<file path="config.mk">
export PLATFORM = sky130hd
export DESIGN_NAME = lru_key_value_cache_unit
export DESIGN_NICKNAME = d
export VERILOG_FILES = /design/src/rtl/lkvc_pkg.sv /design/src/rtl/lru_key_value_cache_unit.sv
export SDC_FILE = /design/constraint.sdc
export NUM_CORES = 2
export LEC_CHECK = 0
export ABC_AREA = 1
export BUFFER_PORTS_ARGS = -buffer_cell sky130_fd_sc_hd__buf_2
export CAP_MARGIN = 10
export CELL_PAD_IN_SITES_DETAIL_PLACEMENT = 0
export CELL_PAD_IN_SITES_GLOBAL_PLACEMENT = 2
export CORE_ASPECT_RATIO = 0.8
export CORE_UTILIZATION = 40
export DETAILED_ROUTE_END_ITERATION = 10
export HOLD_SLACK_MARGIN = 0.02
export PLACE_DENSITY_LB_ADDON = 0.25
export RECOVER_POWER = 50
export SLEW_MARGIN = 20
export SYNTH_ARGS = -nofsm -noshare
export SYNTH_HDL_FRONTEND = slang
export SYNTH_SLANG_ARGS = --single-unit
</file>
<file path="constraint.sdc">
create_clock -name clock -period 17.8 [get_ports clock]
set_input_delay 1.78 -clock clock [delete_from_list [all_inputs] [get_ports clock]]
set_output_delay 1.78 -clock clock [all_outputs]
set_load 0.02 [all_outputs]
</file>
<file path="src/rtl/lkvc_pkg.sv">
// ----------------------------------------------------------------------------
// lkvc_pkg
// Widths, sizes and codes of the LRU key/value cache.
// ----------------------------------------------------------------------------
package lkvc_pkg;

   localparam int ENTRIES = 16;                      // slots in the store (1 .. 64)
   localparam int KEY_W   = 32;
   localparam int VAL_W   = 32;
   localparam int CAP_W   = 5;                       // capacity register width
   localparam int RANK_W  = (ENTRIES > 1) ? $clog2(ENTRIES) : 1;
   localparam int OCC_W   = $clog2(ENTRIES + 1);
   localparam int CMP_W   = (CAP_W > OCC_W) ? CAP_W : OCC_W;

   localparam logic [CAP_W-1:0] CAP_RESET = CAP_W'(16);

   typedef enum logic {
      ACT_LOOKUP = 1'b0,
      ACT_STORE  = 1'b1
   } action_type;

   typedef logic [RANK_W-1:0] rank_type;

endpackage

</file>
<file path="src/rtl/lru_key_value_cache_unit.sv">
// ----------------------------------------------------------------------------
// lru_key_value_cache_unit
// Fully associative key/value cache with least-recently-used replacement.
//
// Each request beat is a lookup or a store and yields exactly one response
// beat. A beat is captured into an input register, then resolved in one pass
// of logic (a parallel compare of the key against all slots, selection of the
// slot to touch and an update of every slot's age rank) whose outcome is
// written into the slot state and the response register at the same edge.
// One beat is taken per cycle when the response side keeps up; a request
// beat passes the input register, then the response register, and its
// response beat can leave at the following edge. Lookups that
// hit return the value and make the slot most recent; misses return all ones
// with found clear. Stores update a held key, fill a free slot while
// occupancy is below capacity, or else overwrite the least recent slot; with
// capacity zero they change nothing. Capacity above the slot count
// saturates; write it only while idle.
// ----------------------------------------------------------------------------
module lru_key_value_cache_unit (
   input  logic                                clock,
   input  logic                                reset,
   // request channel
   input  logic                                req_valid,
   output logic                                req_ready,
   input  logic                                req_action,
   input  logic signed [lkvc_pkg::KEY_W-1:0]   req_key,
   input  logic signed [lkvc_pkg::VAL_W-1:0]   req_value,
   // response channel
   output logic                                rsp_valid,
   input  logic                                rsp_ready,
   output logic                                rsp_found,
   output logic signed [lkvc_pkg::VAL_W-1:0]   rsp_read_value,
   // capacity register
   input  logic                                csr_wr_en,
   input  logic        [lkvc_pkg::CAP_W-1:0]   csr_wr_data
);
   import lkvc_pkg::*;

   // Capacity register.
   logic [CAP_W-1:0]     capacity_ff;

   // Input register.
   logic                 s_vld_ff, s_vld_in;
   logic                 s_action_ff;
   logic [KEY_W-1:0]     s_key_ff;
   logic [VAL_W-1:0]     s_value_ff;

   // Slot state.
   logic [KEY_W-1:0]     key_ff   [ENTRIES];
   logic [VAL_W-1:0]     val_ff   [ENTRIES];
   logic [ENTRIES-1:0]   valid_ff, valid_in;
   rank_type             rank_ff  [ENTRIES];
   rank_type             rank_in  [ENTRIES];
   logic [OCC_W-1:0]     occ_ff, occ_in;

   // Response register.
   logic                 rsp_valid_ff, rsp_valid_in;
   logic                 rsp_found_ff;
   logic [VAL_W-1:0]     rsp_value_ff;

   // Single-pass resolve logic.
   logic                 advance;
   logic                 req_accept;
   logic [CMP_W-1:0]     cap_eff;
   logic [CMP_W-1:0]     occ_cmp;
   logic                 is_store;
   logic                 store_en;
   logic                 hit;
   logic                 has_room;
   logic                 do_fill;
   logic [ENTRIES-1:0]   hit_vec;
   logic [ENTRIES-1:0]   fill_vec;
   logic [ENTRIES-1:0]   old_vec;
   logic [ENTRIES-1:0]   touch_vec;
   logic [RANK_W:0]      touch_rank;
   logic [VAL_W-1:0]     hit_value;

   // Resolve a beat when the response register is free or being emptied.
   assign advance    = s_vld_ff && (!rsp_valid_ff || rsp_ready);
   assign req_ready  = !s_vld_ff || !rsp_valid_ff || rsp_ready;
   assign req_accept = req_valid && req_ready;

   // Saturate the usable capacity at the slot count.
   always_comb begin
      cap_eff = (CMP_W'(capacity_ff) > CMP_W'(ENTRIES)) ? CMP_W'(ENTRIES)
                                                        : CMP_W'(capacity_ff);
      occ_cmp = CMP_W'(occ_ff);
   end

   assign is_store = (action_type'(s_action_ff) == ACT_STORE);
   assign store_en = is_store && (cap_eff != '0);
   assign has_room = occ_cmp < cap_eff;

   // Compare against every slot; valid keys are distinct, so at most one hits.
   // Slots fill in order and never empty, so the free slot is the one
   // numbered by the occupancy, and the least recent holds rank occupancy-1.
   always_comb begin
      for (int i = 0; i < ENTRIES; i++) begin
         hit_vec[i]  = valid_ff[i] && (key_ff[i] == s_key_ff);
         fill_vec[i] = (occ_ff == OCC_W'(i));
         old_vec[i]  = valid_ff[i] && (OCC_W'(rank_ff[i]) == (occ_ff - OCC_W'(1)));
      end
   end

   assign hit     = |hit_vec;
   assign do_fill = store_en && !hit && has_room;

   // Pick the slot this beat makes most recent.
   always_comb begin
      if (!is_store) begin
         touch_vec = hit_vec;
      end else if (!store_en) begin
         touch_vec = '0;
      end else if (hit) begin
         touch_vec = hit_vec;
      end else if (has_room) begin
         touch_vec = fill_vec;
      end else begin
         touch_vec = old_vec;
      end
   end

   // Rank of the touched slot; a fill ages every valid slot.
   always_comb begin
      touch_rank = '0;
      hit_value  = '0;
      for (int i = 0; i < ENTRIES; i++) begin
         touch_rank = touch_rank | ({(RANK_W+1){touch_vec[i]}} & (RANK_W+1)'(rank_ff[i]));
         hit_value  = hit_value  | ({VAL_W{hit_vec[i]}} & val_ff[i]);
      end
      if (do_fill) begin
         touch_rank = (RANK_W+1)'(ENTRIES);
      end
   end

   // Next slot control state.
   always_comb begin
      valid_in = valid_ff;
      occ_in   = occ_ff;
      for (int i = 0; i < ENTRIES; i++) begin
         rank_in[i] = rank_ff[i];
      end
      if (advance) begin
         for (int i = 0; i < ENTRIES; i++) begin
            if (touch_vec[i]) begin
               rank_in[i] = '0;
            end else if (valid_ff[i] && ((RANK_W+1)'(rank_ff[i]) < touch_rank)) begin
               rank_in[i] = rank_ff[i] + rank_type'(1);
            end
         end
         if (do_fill) begin
            valid_in = valid_ff | fill_vec;
            occ_in   = occ_ff + OCC_W'(1);
         end
      end
   end

   // Hold the input register until the beat is resolved.
   always_comb begin
      if (req_accept) begin
         s_vld_in = 1'b1;
      end else if (advance) begin
         s_vld_in = 1'b0;
      end else begin
         s_vld_in = s_vld_ff;
      end
   end

   // Drop the response once taken unless a new one replaces it.
   always_comb begin
      if (advance) begin
         rsp_valid_in = 1'b1;
      end else if (rsp_ready) begin
         rsp_valid_in = 1'b0;
      end else begin
         rsp_valid_in = rsp_valid_ff;
      end
   end

   // Control registers.
   always_ff @(posedge clock) begin
      if (reset) begin
         capacity_ff  <= CAP_RESET;
         s_vld_ff     <= 1'b0;
         rsp_valid_ff <= 1'b0;
         valid_ff     <= '0;
         occ_ff       <= '0;
         for (int i = 0; i < ENTRIES; i++) begin
            rank_ff[i] <= '0;
         end
      end else begin
         if (csr_wr_en) begin
            capacity_ff <= csr_wr_data;
         end
         s_vld_ff     <= s_vld_in;
         rsp_valid_ff <= rsp_valid_in;
         valid_ff     <= valid_in;
         occ_ff       <= occ_in;
         for (int i = 0; i < ENTRIES; i++) begin
            rank_ff[i] <= rank_in[i];
         end
      end
   end

   // Payload registers: input beat, slot contents, response.
   always_ff @(posedge clock) begin
      if (req_accept) begin
         s_action_ff <= req_action;
         s_key_ff    <= req_key;
         s_value_ff  <= req_value;
      end
      if (advance) begin
         rsp_found_ff <= hit;
         rsp_value_ff <= (!is_store && hit) ? hit_value : '1;
         if (store_en) begin
            for (int i = 0; i < ENTRIES; i++) begin
               if (touch_vec[i]) begin
                  key_ff[i] <= s_key_ff;
                  val_ff[i] <= s_value_ff;
               end
            end
         end
      end
   end

   assign rsp_valid      = rsp_valid_ff;
   assign rsp_found      = rsp_found_ff;
   assign rsp_read_value = rsp_value_ff;

endmodule

</file>
=== Word level (Yosys, flattened, before mapping) ===
Memory sizes are Yosys's and may differ from the RTL's.
Index checks and enable logic that the tools add are counted.

* Logic and storage cells: 368
* Register bits: 126
* Input port bits: 75
* Bits in writable memories: 1088
* Output and inout port bits: 35
* Memories: 3

{| class="wikitable"
|+ Memories
! memory !! words !! bits a word !! read ports !! clocked after Yosys merged registers in !! wr ports !! line !! text
|-
| key_ff || 16 || 32 || 16 || 0 || 16 || lru_key_value_cache_unit.sv:49 || <nowiki>logic [KEY_W-1:0] key_ff [ENTRIES];</nowiki>
|-
| val_ff || 16 || 32 || 16 || 0 || 16 || lru_key_value_cache_unit.sv:50 || <nowiki>logic [VAL_W-1:0] val_ff [ENTRIES];</nowiki>
|-
| rank_ff || 16 || 4 || 16 || 0 || 16 || lru_key_value_cache_unit.sv:52 || <nowiki>rank_type rank_ff [ENTRIES];</nowiki>
|}

* Reductions and logical operators: 67
* Order comparisons: 18
* Mux-type cells: 126
* Bitwise operators: 79
* Equal/unequal tests: 47
* Add/sub/neg operators: 18

{| class="wikitable"
|+ Operators by type and width
! operator !! number
|-
| $and A32 B32 Y32 || 16
|-
| $eq A32 B32 Y1 || 16
|-
| $or A32 B32 Y32 || 15
|-
| $mux W4 || 48
|-
| $and A5 B4 Y5 || 16
|-
| $eq A4 B5 Y1 || 16
|-
| $lt A4 B5 Y1 || 16
|-
| $or A5 B5 Y5 || 15
|-
| $mux W1 || 71
|-
| $add A4 B1 Y4 const B || 16
|-
| $mux W16 || 4
|-
| $mux W64 || 1
|-
| $logic_and A1 B1 Y1 || 54
|-
| $eq A5 B4 Y1 const B || 8
|-
| $eq A5 B3 Y1 const B || 4
|-
| $or A1 B1 Y1 || 16
|-
| $or A16 B16 Y16 || 1
|-
| $reduce_or A16 Y1 || 1
|-
| $eq A5 B2 Y1 const B || 2
|-
| $mux W5 || 2
|-
| $add A5 B1 Y5 const B || 1
|-
| $eq A5 B1 Y1 const B || 1
|-
| $gt A5 B5 Y1 const B || 1
|-
| $logic_not A5 Y1 || 1
|-
| 7 further kinds || 13
|}

=== Longest topological paths before layout ===
* Depth after elaboration: 30
* Depth in mapped cells: 32
* Mapped depth without buffers: 29

=== Worst setup path after synthesis ===
Ideal clock, no wire load.

* Path kind: input to register
* Start: input rsp_ready
* End: memory key_ff[7][0] (netlist: key_ff[0][224]) (enable)
* Buffers on the path: 2
* Library setup time: 0.486 ns
* Setup slack: 11.774 ns
* Stages on the path: 8
* Required time: 17.314 ns
* Data arrival time: 5.540 ns
* Cell sequence: inv_1 -> nand2_1 -> nand2_1 -> clkbuf_1 -> clkbuf_1 -> nor2_1 -> inv_1 -> nor2_1

{| class="wikitable"
|+ RTL lines
! element !! line !! text
|-
| from (decl) || lru_key_value_cache_unit.sv:30 || <nowiki>input logic rsp_ready,</nowiki>
|-
| to (decl) || lru_key_value_cache_unit.sv:49 ||
|}

==> impl_summary.txt <==
----------------------------------------------------
[Detailed routing]
  Routed vias ... 35300
  Post-detailed-route wirelength per cell ... 27.0 um
  Detailed-router iteration count before antenna repair ... 5
  Initial drt markers ... 4113
  Aggregate routed wire length ... 174000 um
  Number of design rule violations left after detail routing ... 0
  Antenna Nets Post-Route ... 0
  Avg Vias per Cell ... 5.47

[Outcome]
  Failing checks ... max-capacitance violations, max-slew violations
  Status ... finished with violations

[Place]
  Final Wtd Congestion ... 0.862
  Number of placed instances, taps included ... 6220
  Count of input and output buffers ... 109
  Half-perimeter wire length of the detailed placement result ... 100000 um

[GRT]
  Total congestion overflow after global routing ... 0
  Global-route track usage on met2 ... 37.9%
  Global-route wire length before repair ... 247000 um
  Total Routing Usage GR ... 26.0%
  Largest net degree at the start of global routing ... 60
  Initial antenna violation count ... 15
  Most used routing layer ... met1
  Met1 GRT Util ... 39.6%
  GR met3 Demand/Resource ... 5.43%
  Vias in the first global route ... 33500

[Yosys]
  Post-synthesis share of cell area spent on xor and xnor gates ... 2.73%
  Proportion of synthesized area in mux cells ... 0%
  Top cells by count, synth ... edfxtp_1, nand2_1, nor2_1
  Post-synthesis instance total ... 4444
  Compound-Gate Fraction of Synth Area ... 9.27%
  Count of flip-flops with a built-in enable after synthesis ... 1122
  Top cells by area, synth ... edfxtp_1, nand2_1, dfxtp_1
  Sequential area share after synthesis ... 67.5%
  Predominant post-synthesis flop cell ... edfxtp_1
  Yosys warning total ... 0
  Number of distinct library cells after synthesis ... 48
  Area share of the largest cell type after synthesis ... 64.0%
  Number of nets produced by synthesis ... 4593
  #FFs+latches synth ... 1214
  Area of the mapped netlist ... 52600 um^2
  Avg Inst Size Synth ... 11.8 um^2
  Library cell occupying the most area in the post-synthesis netlist ... edfxtp_1
  Fraction of registers with async set or reset after synthesis ... 0%
  Largest family of logic cells by synthesized area ... simple AND/OR/NAND/NOR gates
  Most frequent cell after synthesis ... edfxtp_1
  Synth Area in Simple Gates ... 14.4%
  Arithmetic-cell share of the synthesized area counting full adders, half adders and majority gates ... 1.76%

[Timing]
  Time the worst path needs with I/O delays and setup ... 9.65 ns
  Unrepaired setup endpoints after global routing ... no
  Worst setup skew after layout ... 0.0861 ns
  Worst slew pin tran ... 3.38 ns
  Setup Total Neg Slack ... 0 ns
  Max_slew headroom ... -126%
  Finish-stage setup viols ... 0
  Max Clock Freq ... 104 MHz
  Number of hold violations in the final report ... 0
  Worst-case hold slack ... 0.489 ns
  Final period util ... 54.2%
  Final slew viol count ... 1044

[Clock network]
  Number of levels the H-tree was split into ... 3
  Clock latency at the later pin of the worst-skew pair ... 0.80 ns
  Clock transition at the registers of the reported paths ... 0.06 ns
  Buffer levels on the longest clock path ... 3
  TritonCTS clock tree ... built
  Number of clock sinks seen by CTS ... 1214
  Number of instances resized during post-cts repair ... 0
  Post-CTS setup repair buffer count ... 0
  CTS root buffer ... clkbuf_16
  Number of CTS-inserted buffers ... 121
  Number of hold buffers added after CTS ... 0

[Worst setup path]
  Worst Path Arrival ... 10.27 ns
  Critical path capture point type ... flip-flop
  Type of element launching the critical path ... flip-flop
  Critical path's slowest cell ... clkbuf_1
  Required @ worst endpoint ... 18.42 ns
  Crit. Startpoint ... s_key_ff[22]
  Type of the setup path with the least slack ... reg -> reg
  Max Fanout on Critical Path ... 34
  Most common cell on crit path ... nand2_1
  Startpoint of the most critical register-to-register path ... s_key_ff[22]
  Slowest Stage Delay on Critical Path ... 1.97 ns

[Die]
  Die span in y ... 326 um
  Die Wd ... 407 um
  Initial standard-cell utilization of the core ... 40.5%
  Floorplan core area ... 130000 um^2
  I/O pin count ... 110
  Area of the die ... 133000 um^2
  Number of core rows ... 118

[Run]
  Max-cap check violation count ... 36

[Finish]
  Area of all sequential standard cells ... 35500 um^2
  Layout fillers ... 12000
  Ratio of cells with drive above 1 in the final layout ... 10.8%
  Count of placed standard cells in the final layout, fillers left out ... 6457
  Footprint of the multi-input gates ... 15000 um^2
  Area growth from synthesis to layout ... 12.8%
  Final nets ... 4754

[Power and ir drop]
  Maximum resistive drop on vdd ... 0.100 mV
  Pwr/cell area ... 104 nW/um^2
  Lkg Pwr ... 20.7 nW

[Worst hold path]
  Worst Hold Launch ... s_vld_ff
  Path type of the worst min-delay path ... reg -> reg

----------------------------------------------------
==> routing by layer <==
| metal | share of wire, % | up-vias |
|---|---|---|
| met5 | 0.011 | - |
| met4 | 1.9 | 4 |
| met3 | 8.2 | 204 |
| met2 | 43 | 1352 |
| met1 | 47 | 17600 |
| li1 | - | 16100 |
==> cells in the final DEF, fill, tap and decap left out, types with 14 or more instances in the layout <==
cell type and instances:
edfxtp_1 1122, nand2_1 873, nor2_1 370, inv_1 350
a22o_1 193, o21ai_0 184, nand3_1 161, clkbuf_16 121
a21oi_1 111, dfxtp_1 92, o21ai_1 91, buf_2 88
xor2_1 87, xnor2_1 75, ha_1 74, clkbuf_1 73
nand4_1 70, a221oi_1 64, buf_4 50, nor3_1 44
or2_2 42, nor4_1 38, nor2_4 34, o22ai_1 32
clkinv_2 32, nand2_2 31, clkinv_1 31, inv_2 26
nand3_2 18, bufinv_16 17, o211ai_1 16, or2_0 14
==> worst max-delay path, delay by kind of cell (launching register included) <==
kind / cells / cell delay [ns]
AND/OR/NAND/NOR: 20 / 4.08
flip-flops: 1 / 0.31
AO/OA/AOI/OAI: 4 / 0.99
buffers and inverters: 4 / 3.63
adder cells (fa/ha/maj): 1 / 0.37
==> cell type report <==
| cell class | count | area share [%] |
|---|---|---|
| Multi-Input combinational cell | 2689 | 25.3 |
| Tap cell | 1740 | 3.67 |
| Antenna cell | 4 | 0.0169 |
| Clock buffer | 134 | 5.20 |
| Clock inverter | 97 | 1.76 |
| Inverter | 377 | 2.39 |
| Timing Repair Buffer | 202 | 1.85 |
| Sequential cell | 1214 | 59.9 |
==> through the flow <==
step	util, %	cell area, um^2	setup slack (ns)	total power [mW]
2_1_floorplan	-	52600	11.77	3.41
3_3_place_gp	42.6	55300	9.68	3.56
3_5_place_dp	42.6	55400	9.98	3.56
4_1_cts	45.8	59500	9.96	6.21
5_1_grt	45.7	59400	7.76	6.35
6_report	45.7	59400	8.15	6.18
==> cells by family (layout without fill, tap and decap cells) <==
family	count (synthesis)	after routing
compound gates	727	727
other cells	0	4
xor+xnor	163	163
flops	1214	1214
buf+inv	541	810
simple gates	1725	1725
fa+ha+maj	74	74
==> where the power goes <==
part           switching (mW)  internal (mW)  leakage, nW
combinational           0.251         0.0709         7.86
clock                    1.17           1.50         2.02
sequential             0.0293           3.16         10.8
total                    1.45           4.73         20.7
==> final timing paths <==
check | end | slack [ns] | cells after the start
max | rank_ff[1][14] | 8.15 | 29
min | rsp_valid | 0.49 | 2
max reg2reg | rank_ff[1][14] | 8.15 | 29
min reg2reg | rsp_valid | 0.49 | 2
==> flip-flops by register name, summed over array words and instances, names as in the netlist <==
name and flops:
capacity_ff 5, is_store 1, key_ff 512, occ_cmp 5
rank_ff 64, rsp_found 1, rsp_read_value 32, rsp_valid 1
s_key_ff 32, s_value_ff 32, s_vld_ff 1, val_ff 512
valid_ff 16
No activity file was read; power rests on OpenSTA's default activity.
